==> config.mk <==
export PLATFORM = sky130hd
export DESIGN_NAME = combined_lcg_random_flat
export DESIGN_NICKNAME = d
export VERILOG_FILES = /design/src/rtl/clr_pkg.sv /design/src/rtl/clr_if.sv /design/src/rtl/clr_seed_regs.sv /design/src/rtl/clr_mulmod.sv /design/src/rtl/combined_lcg_random.sv /design/src/flat_wrapper.sv
export VERILOG_INCLUDE_DIRS = /design/src /design/src/rtl
export SDC_FILE = /design/constraint.sdc
export NUM_CORES = 2
export LEC_CHECK = 0
export CAP_MARGIN = 15
export CORE_UTILIZATION = 55
export DETAILED_ROUTE_END_ITERATION = 16
export DONT_BUFFER_PORTS = 1
export GPL_TIMING_DRIVEN = 0
export MAX_ROUTING_LAYER = met4
export PLACE_DENSITY_LB_ADDON = 0.12
export SLEW_MARGIN = 10
export SYNTH_ARGS = -nofsm -noshare
export SYNTH_HDL_FRONTEND = slang
export SYNTH_HIERARCHICAL = 1
export SYNTH_SLANG_ARGS = --single-unit
==> constraint.sdc <==
create_clock -name clk -period 8.7 [get_ports clk]
set_input_delay 0.87 -clock clk [delete_from_list [all_inputs] [get_ports clk]]
set_output_delay 0.87 -clock clk [all_outputs]
set_load 0.01 [all_outputs]
==> src/rtl/combined_lcg_random_assert.svh <==
// Assertion macros shared by the combined generator RTL.
`ifndef COMBINED_LCG_RANDOM_ASSERT_SVH
`define COMBINED_LCG_RANDOM_ASSERT_SVH

// The consequent must hold in the same cycle as the antecedent.
`define CLR_ASSERT_SAME(label, ante, cons, msg) \
  label: assert property (@(posedge clk) disable iff (rst) (ante) |-> (cons)) \
    else $error(msg);

// The consequent must hold in the cycle after the antecedent.
`define CLR_ASSERT_NEXT(label, ante, cons, msg) \
  label: assert property (@(posedge clk) disable iff (rst) (ante) |=> (cons)) \
    else $error(msg);

`endif

==> src/rtl/clr_pkg.sv <==
// Package with constants and types of the combined generator.
package clr_pkg;

  localparam int VAL_W  = 31;
  localparam int MULT_W = 16;
  localparam int FOLD_W = 8;
  localparam int PROD_W = VAL_W + MULT_W;
  localparam int CFG_IDX_W = 2;

  localparam logic [MULT_W-1:0] MULT_ONE = 16'd40014;
  localparam logic [MULT_W-1:0] MULT_TWO = 16'd40692;
  // Each modulus is 2^31 minus a small fold constant.
  localparam logic [FOLD_W-1:0] FOLD_ONE = 8'd85;
  localparam logic [FOLD_W-1:0] FOLD_TWO = 8'd249;
  localparam logic [VAL_W-1:0]  MOD_ONE  = 31'h7FFFFFAB;
  localparam logic [VAL_W-1:0]  MOD_TWO  = 31'h7FFFFF07;
  localparam logic [VAL_W-1:0]  WRAP_ADD = 31'h7FFFFFAA;

  localparam logic [VAL_W-1:0]  SEED_ONE_RST = 31'd12345;
  localparam logic [VAL_W-1:0]  SEED_TWO_RST = 31'd67890;
  localparam logic [VAL_W-1:0]  SEED_ONE_TOP = 31'h7FFFFFAA;
  localparam logic [VAL_W-1:0]  SEED_TWO_TOP = 31'h7FFFFF06;

  localparam logic [CFG_IDX_W-1:0] CFG_SEED_ONE = 2'd0;
  localparam logic [CFG_IDX_W-1:0] CFG_SEED_TWO = 2'd1;

  localparam logic GEN_ONE = 1'b0;
  localparam logic GEN_TWO = 1'b1;

  // One operation for, or one result from, the shared modular multiplier.
  typedef struct packed {
    logic             valid;
    logic             gen;
    logic [VAL_W-1:0] value;
  } clr_op_t;

endpackage

==> src/rtl/clr_if.sv <==
// Handshake interfaces for the request and result channels.
interface clr_req_if import clr_pkg::*; ();
  logic valid;
  logic ready;
  logic restart;
  modport source (output valid, output restart, input ready);
  modport sink (input valid, input restart, output ready);
endinterface

interface clr_rsp_if import clr_pkg::*; ();
  logic             valid;
  logic             ready;
  logic [VAL_W-1:0] random_value;
  modport source (output valid, output random_value, input ready);
  modport sink (input valid, input random_value, output ready);
endinterface

==> src/rtl/clr_seed_regs.sv <==
// Seed registers with saturation into each generator's valid range.
module clr_seed_regs import clr_pkg::*; (
  input  logic                 clk,
  input  logic                 rst,
  input  logic                 cfg_write,
  input  logic [CFG_IDX_W-1:0] cfg_index,
  input  logic [VAL_W-1:0]     cfg_data,
  output logic [VAL_W-1:0]     seed_one,
  output logic [VAL_W-1:0]     seed_two
);

  function automatic logic [VAL_W-1:0] clamp_seed(input logic [VAL_W-1:0] v,
                                                  input logic [VAL_W-1:0] top);
    logic [VAL_W-1:0] r;
    if (v == '0) begin
      r = {{(VAL_W-1){1'b0}}, 1'b1};
    end else if (v > top) begin
      r = top;
    end else begin
      r = v;
    end
    return r;
  endfunction

  always_ff @(posedge clk) begin
    if (rst) begin
      seed_one <= SEED_ONE_RST;
      seed_two <= SEED_TWO_RST;
    end else if (cfg_write) begin
      unique case (cfg_index)
        CFG_SEED_ONE: seed_one <= clamp_seed(cfg_data, SEED_ONE_TOP);
        CFG_SEED_TWO: seed_two <= clamp_seed(cfg_data, SEED_TWO_TOP);
        default: ;
      endcase
    end
  end

endmodule

==> src/rtl/clr_mulmod.sv <==
// Shared unit: residue times multiplier, folded modulo 2^31 minus a constant.
module clr_mulmod import clr_pkg::*; (
  input  logic    clk,
  input  logic    rst,
  input  clr_op_t op,
  output clr_op_t res
);

  logic [MULT_W-1:0] mult;
  logic [PROD_W-1:0] prod_c;
  logic [PROD_W-1:0] prod;
  logic              prod_valid;
  logic              prod_gen;

  logic [FOLD_W-1:0]       fold_b;
  logic [FOLD_W+MULT_W-1:0] hi_c;
  logic [VAL_W:0]          fold1;
  logic                    fold1_valid;
  logic                    fold1_gen;

  logic [FOLD_W-1:0] fold_c;
  logic [VAL_W-1:0]  mod_c;
  logic [VAL_W:0]    fold2;
  logic [VAL_W:0]    fold2_sub;

  assign mult   = (op.gen == GEN_TWO) ? MULT_TWO : MULT_ONE;
  assign prod_c = {{MULT_W{1'b0}}, op.value} * {{VAL_W{1'b0}}, mult};

  // First fold: the bits above 2^31 come back in times the fold constant.
  assign fold_b = (prod_gen == GEN_TWO) ? FOLD_TWO : FOLD_ONE;
  assign hi_c   = {{FOLD_W{1'b0}}, prod[PROD_W-1:VAL_W]} * {{MULT_W{1'b0}}, fold_b};

  always_ff @(posedge clk) begin
    if (rst) begin
      prod_valid  <= 1'b0;
      fold1_valid <= 1'b0;
    end else begin
      prod_valid  <= op.valid;
      fold1_valid <= prod_valid;
    end
  end

  always_ff @(posedge clk) begin
    prod      <= prod_c;
    prod_gen  <= op.gen;
    fold1     <= {1'b0, prod[VAL_W-1:0]} + {{(VAL_W+1-FOLD_W-MULT_W){1'b0}}, hi_c};
    fold1_gen <= prod_gen;
  end

  // Second fold leaves a value below twice the modulus; one subtract finishes.
  assign fold_c    = (fold1_gen == GEN_TWO) ? FOLD_TWO : FOLD_ONE;
  assign mod_c     = (fold1_gen == GEN_TWO) ? MOD_TWO : MOD_ONE;
  assign fold2     = {1'b0, fold1[VAL_W-1:0]}
                   + (fold1[VAL_W] ? {{(VAL_W+1-FOLD_W){1'b0}}, fold_c} : '0);
  assign fold2_sub = fold2 - {1'b0, mod_c};

  assign res.valid = fold1_valid;
  assign res.gen   = fold1_gen;
  assign res.value = (fold2 >= {1'b0, mod_c}) ? fold2_sub[VAL_W-1:0] : fold2[VAL_W-1:0];

endmodule

==> src/rtl/combined_lcg_random.sv <==
// Combined multiplicative congruential generator, top level.
//
// Each request transaction on req carries a restart flag and produces one
// result transaction on rsp with a 31-bit value in 1..2147483562. With
// restart high both residues are reloaded from the seed registers before
// the step; otherwise the generator continues from its current residues.
// The user must write the seeds through cfg_write, cfg_index and cfg_data
// only while the block is idle; the block does not enforce this. Index 0 is
// the first seed, index 1 the second, others are ignored, and out-of-range
// values saturate into the valid range. One shared multiply-and-fold unit
// (two register stages) serves both generators in turn, so a request is
// taken only in ST_IDLE; a step runs through ST_ONE, ST_TWO, ST_WAIT and
// ST_DONE, and req.ready returns as the result enters the output register.
// While the receiver stalls, the next request may already be accepted and
// computed, and it then waits for the register to empty. Reset restores the
// seeds and residues to 12345 and 67890 and empties the output register.
module combined_lcg_random import clr_pkg::*; (
  input  logic                 clk,
  input  logic                 rst,
  clr_req_if.sink              req,
  clr_rsp_if.source            rsp,
  input  logic                 cfg_write,
  input  logic [CFG_IDX_W-1:0] cfg_index,
  input  logic [VAL_W-1:0]     cfg_data
);

`include "combined_lcg_random_assert.svh"

  localparam logic [2:0] ST_IDLE = 3'd0;
  localparam logic [2:0] ST_ONE  = 3'd1;
  localparam logic [2:0] ST_TWO  = 3'd2;
  localparam logic [2:0] ST_WAIT = 3'd3;
  localparam logic [2:0] ST_DONE = 3'd4;

  logic [2:0]       st;
  logic [2:0]       st_next;
  logic [VAL_W-1:0] seed_one;
  logic [VAL_W-1:0] seed_two;
  logic [VAL_W-1:0] state_one;
  logic [VAL_W-1:0] state_two;
  logic [VAL_W-1:0] out_value;
  logic             out_valid;
  logic [VAL_W-1:0] diff;
  logic             req_fire;
  logic             out_load;
  clr_op_t          op;
  clr_op_t          res;

  clr_seed_regs u_seed (
    .clk       (clk),
    .rst       (rst),
    .cfg_write (cfg_write),
    .cfg_index (cfg_index),
    .cfg_data  (cfg_data),
    .seed_one  (seed_one),
    .seed_two  (seed_two)
  );

  clr_mulmod u_mulmod (
    .clk (clk),
    .rst (rst),
    .op  (op),
    .res (res)
  );

  assign req.ready = (st == ST_IDLE);
  assign req_fire  = req.valid && req.ready;
  assign out_load  = (st == ST_DONE) && (!out_valid || rsp.ready);

  always_comb begin
    op.valid = (st == ST_ONE) || (st == ST_TWO);
    op.gen   = (st == ST_TWO) ? GEN_TWO : GEN_ONE;
    op.value = (st == ST_TWO) ? state_two : state_one;
  end

  always_comb begin
    st_next = st;
    unique case (st)
      ST_IDLE: if (req_fire) st_next = ST_ONE;
      ST_ONE:  st_next = ST_TWO;
      ST_TWO:  st_next = ST_WAIT;
      ST_WAIT: if (res.valid && res.gen == GEN_TWO) st_next = ST_DONE;
      ST_DONE: if (out_load) st_next = ST_IDLE;
      default: st_next = ST_IDLE;
    endcase
  end

  always_ff @(posedge clk) begin
    if (rst) begin
      st <= ST_IDLE;
    end else begin
      st <= st_next;
    end
  end

  always_ff @(posedge clk) begin
    if (rst) begin
      state_one <= SEED_ONE_RST;
      state_two <= SEED_TWO_RST;
    end else if (req_fire && req.restart) begin
      state_one <= seed_one;
      state_two <= seed_two;
    end else if (res.valid) begin
      if (res.gen == GEN_TWO) begin
        state_two <= res.value;
      end else begin
        state_one <= res.value;
      end
    end
  end

  // Equal residues wrap to the top value.
  assign diff = (state_one > state_two) ? (state_one - state_two)
                                        : (WRAP_ADD - (state_two - state_one));

  always_ff @(posedge clk) begin
    if (rst) begin
      out_valid <= 1'b0;
    end else if (out_load) begin
      out_valid <= 1'b1;
    end else if (rsp.ready) begin
      out_valid <= 1'b0;
    end
  end

  always_ff @(posedge clk) begin
    if (out_load) begin
      out_value <= diff;
    end
  end

  assign rsp.valid        = out_valid;
  assign rsp.random_value = out_value;

  `CLR_ASSERT_SAME(a_out_range, out_valid,
    (out_value != '0) && (out_value <= WRAP_ADD), "result out of range")
  `CLR_ASSERT_SAME(a_state_range, 1'b1,
    (state_one != '0) && (state_one < MOD_ONE) && (state_two != '0) && (state_two < MOD_TWO),
    "generator residue out of range")
  `CLR_ASSERT_SAME(a_res_busy, res.valid,
    (st == ST_WAIT) || (st == ST_TWO), "multiplier result outside of a step")
  `CLR_ASSERT_NEXT(a_load_valid, out_load, out_valid && (st == ST_IDLE),
    "result register not filled after a step")

endmodule
==> src/flat_wrapper.sv <==
// flat-port wrapper written by rule: the top's interface ports become plain ports
module combined_lcg_random_flat import clr_pkg::*;
  (clk, rst, cfg_write, cfg_index, cfg_data, req_valid, req_restart, req_ready, rsp_valid, rsp_random_value, rsp_ready);
  clr_req_if req_i ();
  clr_rsp_if rsp_i ();
  input  logic clk;
  input  logic rst;
  input  logic cfg_write;
  input  logic [CFG_IDX_W-1:0] cfg_index;
  input  logic [VAL_W-1:0] cfg_data;
  input wire logic [$bits(req_i.valid)-1:0] req_valid;
  input wire logic [$bits(req_i.restart)-1:0] req_restart;
  output wire logic [$bits(req_i.ready)-1:0] req_ready;
  output wire logic [$bits(rsp_i.valid)-1:0] rsp_valid;
  output wire logic [$bits(rsp_i.random_value)-1:0] rsp_random_value;
  input wire logic [$bits(rsp_i.ready)-1:0] rsp_ready;
  assign req_i.valid = req_valid;
  assign req_i.restart = req_restart;
  assign req_ready = req_i.ready;
  assign rsp_valid = rsp_i.valid;
  assign rsp_random_value = rsp_i.random_value;
  assign rsp_i.ready = rsp_ready;
  combined_lcg_random u_core (.clk(clk), .rst(rst), .req(req_i), .rsp(rsp_i), .cfg_write(cfg_write), .cfg_index(cfg_index), .cfg_data(cfg_data));
endmodule
==> metrics.log <==
INFO  metric outcome = finished, violations left
INFO  metric failed_checks = DRC
INFO  metric min_from = rst
INFO  metric number_of_primary_i_o_pins = 72
INFO  metric max_cap_violations = 0
INFO  metric drc = 8
INFO  metric timing_worst_setup_path_type = reg -> reg
INFO  metric clock_tree.root_cell = sky130_fd_sc_hd__clkbuf_16
INFO  metric end_kind = flip-flop
INFO  metric synth_enable_flop_cells = 31
INFO  metric pre_cts_ws = -1.322 ns
INFO  metric route.top_layer_used = met4
INFO  metric worst-endpoint-required = 9.18 ns
INFO  metric synthesis.yosys.warnings = 6
INFO  metric reg2reg_slack = 0.42 ns
INFO  metric endpoint = u_core/u_mulmod/prod[39]$_DFF_P_
INFO  metric area_growth = 7.197%
INFO  metric maximum_number_of_pins_on_one_net_before_global_route_repair = 32
INFO  metric placedCellCount = 4020
INFO  metric drive_above_1_share = 0.04731
INFO  metric number_of_placement_rows = 84
INFO  metric timing.reg2reg.worst_path_depth = 24
INFO  metric finalWorstSetupSlack = approximately 0.42 ns
INFO  metric cts_buffers = 28
INFO  metric detail_route.vias_per_cell = between 5 and 6
INFO  metric final.setup_skew = 0.04603 ns
INFO  metric synth_flop_cell = sky130_fd_sc_hd__dfxtp_1
INFO  metric grt_pass1_vias = approximately 24000
INFO  metric vias = approximately 23000
INFO  metric die_h = between 200 and 250 µm
INFO  metric number_of_hold_slack_violations_in_the_final_timing_report = 0
INFO  metric design.final.nets = approximately 4100
INFO  metric synth.distinct_cells = 93
INFO  metric numClockSinks = 241
INFO  metric drt_first_pass_iters = 14
INFO  metric detailed_route_wirelength_on_metal2 = 41760 µm
INFO  metric synthesis.nets = between 4000 and 5000
INFO  metric ctsHtreeMaxLevel = 1
INFO  metric placed_cell_area = slightly above 30000 µm²
INFO  metric grt_antenna_before_repair = 0
INFO  metric floorplan.initialDensity = 0.5597
INFO  metric clock_path_buffers = 3
INFO  metric route.met3.wl = 4171 µm
INFO  metric achievable-frequency = ~0.12 GHz
INFO  metric ys_async_sr_fraction = 0
INFO  metric setup_viol = 0
INFO  metric wl_met1 = 34420 µm
INFO  metric die_area = between 50000 and 60000 µm²
INFO  metric layout.filler_cells = about 4700
INFO  metric path_max_fanout = 18
INFO  metric worst_setup_sp_type = flip-flop
INFO  metric grt_setup_unrepaired = no
INFO  metric gp_congestion = around 1.0
INFO  metric relSlewSlack = 0.3516
INFO  metric routed_wl = between 80000 and 90000 µm
INFO  metric r2r_end = u_core/u_mulmod/prod[39]$_DFF_P_
INFO  metric grt.overflow.total = 0
INFO  metric core_region_area = 52870 µm²
INFO  metric post-dp-hpwl = 71950 µm
INFO  metric post-cts-setup-buffer-count = 0
INFO  metric yosysSeqAreaShare = 0.1735
INFO  metric wl_per_cell = between 20 and 25 µm
INFO  metric critical_path_arrival = 8.75 ns
INFO  metric grt_use_total = 0.3270
INFO  metric layout.cell_area.non_filler = 31720 µm²
INFO  metric clock_latency = 0.60 ns
INFO  metric timing.hold.worst.class = in -> reg
INFO  metric timing_max_transition_violations_final = 0
INFO  metric post_layout_nonfiller_instances = 4072
INFO  metric synth_area_per_cell = ~9 µm²
INFO  metric cts_tree = done
INFO  metric die_width = roughly 230 µm
INFO  metric drtIter0Drc = between 1000 and 1500
INFO  metric place.port_buffers = 0
INFO  metric worst_slew_pin_slew = between 0.9 and 1 ns
INFO  metric grt_first_pass_wirelength = 133600 µm
INFO  metric register_clock_pin_slew_on_the_reported_worst_setup_and_hold_paths = approximately 0.060 ns
INFO  metric start_point_of_the_critical_path = u_core/st[1]$_SDFFE_PP0P_
INFO  metric antenna_violating_nets_post_route = 0
INFO  metric fin_crit_sh = 0.9514
INFO  metric ys_ff_latch = about 240
INFO  metric post_synth_inst_count = between 3000 and 4000
INFO  metric syn-cell-area = a little under 30000 µm²
INFO  metric crit-reg2reg-launch = u_core/st[1]$_SDFFE_PP0P_
INFO  metric final.min_clock_period = 8.277 ns
[per-stage QoR]
stage          hold slack (ns)    util  TNS [ns]
6_report                0.3381  0.6000         0
3_5_place_dp            0.4421  0.5800    -21.17
5_1_grt                 0.3225  0.5999         0
4_1_cts                 0.3181  0.5999         0
3_3_place_gp            0.4312  0.5760    -19.44
2_1_floorplan           0.3889       -         0
[cells by family after synthesis]
kind of cell,count (synthesis),synth area share
flip-flops,241,0.1735
AND/OR/NAND/NOR,771,0.1258
other,1,0.0001267
adder cells (fa/ha/maj),721,0.4004
AO/OA/AOI/OAI,618,0.1476
buffers and inverters,791,0.1025
multiplexers,23,0.008246
XOR/XNOR,141,0.04174
[synth_stat cells, types with 39 or more instances]
cell                         n  area (µm²)
sky130_fd_sc_hd__a21oi_1   129       645.6
sky130_fd_sc_hd__nor2b_1    46       287.8
sky130_fd_sc_hd__a311oi_1   57       499.2
sky130_fd_sc_hd__ha_1      342        4279
sky130_fd_sc_hd__clkbuf_1   76       285.3
sky130_fd_sc_hd__xor2_1     39       341.6
sky130_fd_sc_hd__inv_1     692        2597
sky130_fd_sc_hd__nor2_1    164       615.6
sky130_fd_sc_hd__fa_1      377        7547
sky130_fd_sc_hd__a22o_1     43       376.6
sky130_fd_sc_hd__o21ai_0   107       535.5
sky130_fd_sc_hd__xnor2_1   102       893.4
sky130_fd_sc_hd__nand3_1    47       235.2
sky130_fd_sc_hd__dfxtp_1   210        4204
sky130_fd_sc_hd__nand2_1   267        1002
sky130_fd_sc_hd__nand2b_1   53       331.6
sky130_fd_sc_hd__a21o_1     49       367.9
[layout by cell type (no fill, tap or decap), types with 10 or more instances in the layout]
cell type / Yosys / final
sky130_fd_sc_hd__nand4_1: 32 / 32
sky130_fd_sc_hd__a21o_1: 49 / 49
sky130_fd_sc_hd__a31oi_1: 26 / 26
sky130_fd_sc_hd__o31ai_1: 14 / 14
sky130_fd_sc_hd__nor4_1: 21 / 21
sky130_fd_sc_hd__o21bai_1: 16 / 16
sky130_fd_sc_hd__clkbuf_16: 0 / 31
sky130_fd_sc_hd__nand2_1: 267 / 267
sky130_fd_sc_hd__buf_4: 6 / 29
sky130_fd_sc_hd__a21oi_1: 129 / 129
sky130_fd_sc_hd__a22o_1: 43 / 43
sky130_fd_sc_hd__o211ai_1: 20 / 20
sky130_fd_sc_hd__xor2_1: 39 / 39
sky130_fd_sc_hd__inv_1: 692 / 692
sky130_fd_sc_hd__edfxtp_1: 31 / 31
sky130_fd_sc_hd__ha_1: 342 / 342
sky130_fd_sc_hd__and2_1: 33 / 33
sky130_fd_sc_hd__o21ai_0: 107 / 79
sky130_fd_sc_hd__a211oi_1: 20 / 19
sky130_fd_sc_hd__nand2b_1: 53 / 53
sky130_fd_sc_hd__xnor2_1: 102 / 101
sky130_fd_sc_hd__nor2_1: 164 / 163
sky130_fd_sc_hd__mux2_2: 10 / 10
sky130_fd_sc_hd__nand3_1: 47 / 47
sky130_fd_sc_hd__dfxtp_1: 210 / 210
sky130_fd_sc_hd__nor2b_1: 46 / 46
sky130_fd_sc_hd__clkbuf_1: 76 / 72
sky130_fd_sc_hd__and3_1: 15 / 15
sky130_fd_sc_hd__mux2i_1: 12 / 12
sky130_fd_sc_hd__o21ai_1: 14 / 39
sky130_fd_sc_hd__o21a_1: 19 / 19
sky130_fd_sc_hd__a311oi_1: 57 / 57
sky130_fd_sc_hd__or3_1: 11 / 11
sky130_fd_sc_hd__nor3_1: 36 / 36
sky130_fd_sc_hd__a211o_1: 13 / 13
sky130_fd_sc_hd__a31o_2: 10 / 10
sky130_fd_sc_hd__fa_1: 377 / 377
[critical path, cell delays in order (launching register included)]
cell and delay [ns]:
sky130_fd_sc_hd__dfxtp_1 0.30, sky130_fd_sc_hd__clkbuf_1 0.25, sky130_fd_sc_hd__nor3b_4 0.40, sky130_fd_sc_hd__clkbuf_2 0.33
sky130_fd_sc_hd__buf_4 0.33, sky130_fd_sc_hd__clkbuf_2 0.37, sky130_fd_sc_hd__nand2_1 0.21, sky130_fd_sc_hd__fa_1 0.52
sky130_fd_sc_hd__fa_1 0.56, sky130_fd_sc_hd__inv_1 0.06, sky130_fd_sc_hd__fa_1 0.52, sky130_fd_sc_hd__fa_1 0.46
sky130_fd_sc_hd__fa_1 0.55, sky130_fd_sc_hd__inv_1 0.06, sky130_fd_sc_hd__fa_1 0.53, sky130_fd_sc_hd__inv_1 0.05
sky130_fd_sc_hd__ha_1 0.40, sky130_fd_sc_hd__and4_1 0.30, sky130_fd_sc_hd__nand3_1 0.10, sky130_fd_sc_hd__or3b_2 0.51
sky130_fd_sc_hd__a21oi_1 0.38, sky130_fd_sc_hd__a211o_1 0.19, sky130_fd_sc_hd__a21oi_1 0.08, sky130_fd_sc_hd__o311a_1 0.36
sky130_fd_sc_hd__xnor2_1 0.32
[worst min-delay path by stage]
stage / slack, ns / cells past startpoint / end
after global routing: 0.32 / 1 / u_core/u_mulmod/prod_valid$_SDFF_PP0_
final: 0.34 / 1 / u_core/u_mulmod/prod_valid$_SDFF_PP0_
after detailed placement: 0.44 / 1 / u_core/u_mulmod/fold1_valid$_SDFF_PP0_
after global placement: 0.43 / 1 / u_core/u_mulmod/fold1_valid$_SDFF_PP0_
after floorplan: 0.39 / 0 / u_core/u_mulmod/fold1_gen$_DFF_P_
after CTS: 0.32 / 1 / u_core/u_mulmod/prod_valid$_SDFF_PP0_
[per-layer routing]
| metal | GRT usage | up-vias |
|---|---|---|
| li1 | - | 11010 |
| met3 | 0.03648 | 185 |
| met2 | 0.5595 | 727 |
| met1 | 0.3912 | 11510 |
| met4 | 0.1349 | 0 |
| met5 | - | - |
[flip-flops by register name (all words and copies together) (netlist names)]
register and cells:
u_core/u_mulmod/fold1_valid 1, u_core/rsp.random_value 31, u_core/u_mulmod/fold1_gen 1, u_core/rsp.valid 1, u_core/u_mulmod/prod_valid 1, u_core/st 3, u_core/state_two 31, u_core/u_mulmod/prod 46
u_core/state_one 31, u_core/u_mulmod/prod_gen 1, u_core/u_seed/seed_one 31, u_core/u_mulmod/fold1 32, u_core/u_seed/seed_two 31
[cell type report]
type                    instances  area, µm²  share of cell area
multi-input cells            2275      21460              0.6767
flip-flops and latches        241       5135              0.1619
inverters                     693       2601             0.08201
well taps                     688      860.8             0.02714
clock buffers                  39      855.8             0.02698
plain buffers                  97      439.2             0.01385
repair buffers                 25      191.4            0.006035
clock inverters                12      166.4            0.005246
diodes                          2      5.005           0.0001578
[what timing repair did]
item | in CTS | in global routing
hold buffers | 0 | 0
endpoints found under the hold margin | 0 | 0
gates resized for setup | 11 | 3
endpoints found under the setup margin | 28 | 6
pin swaps | 0 | 0
Power is not shown: default switching activity piles up to over one toggle a cycle in this logic, so the estimate is an artifact.
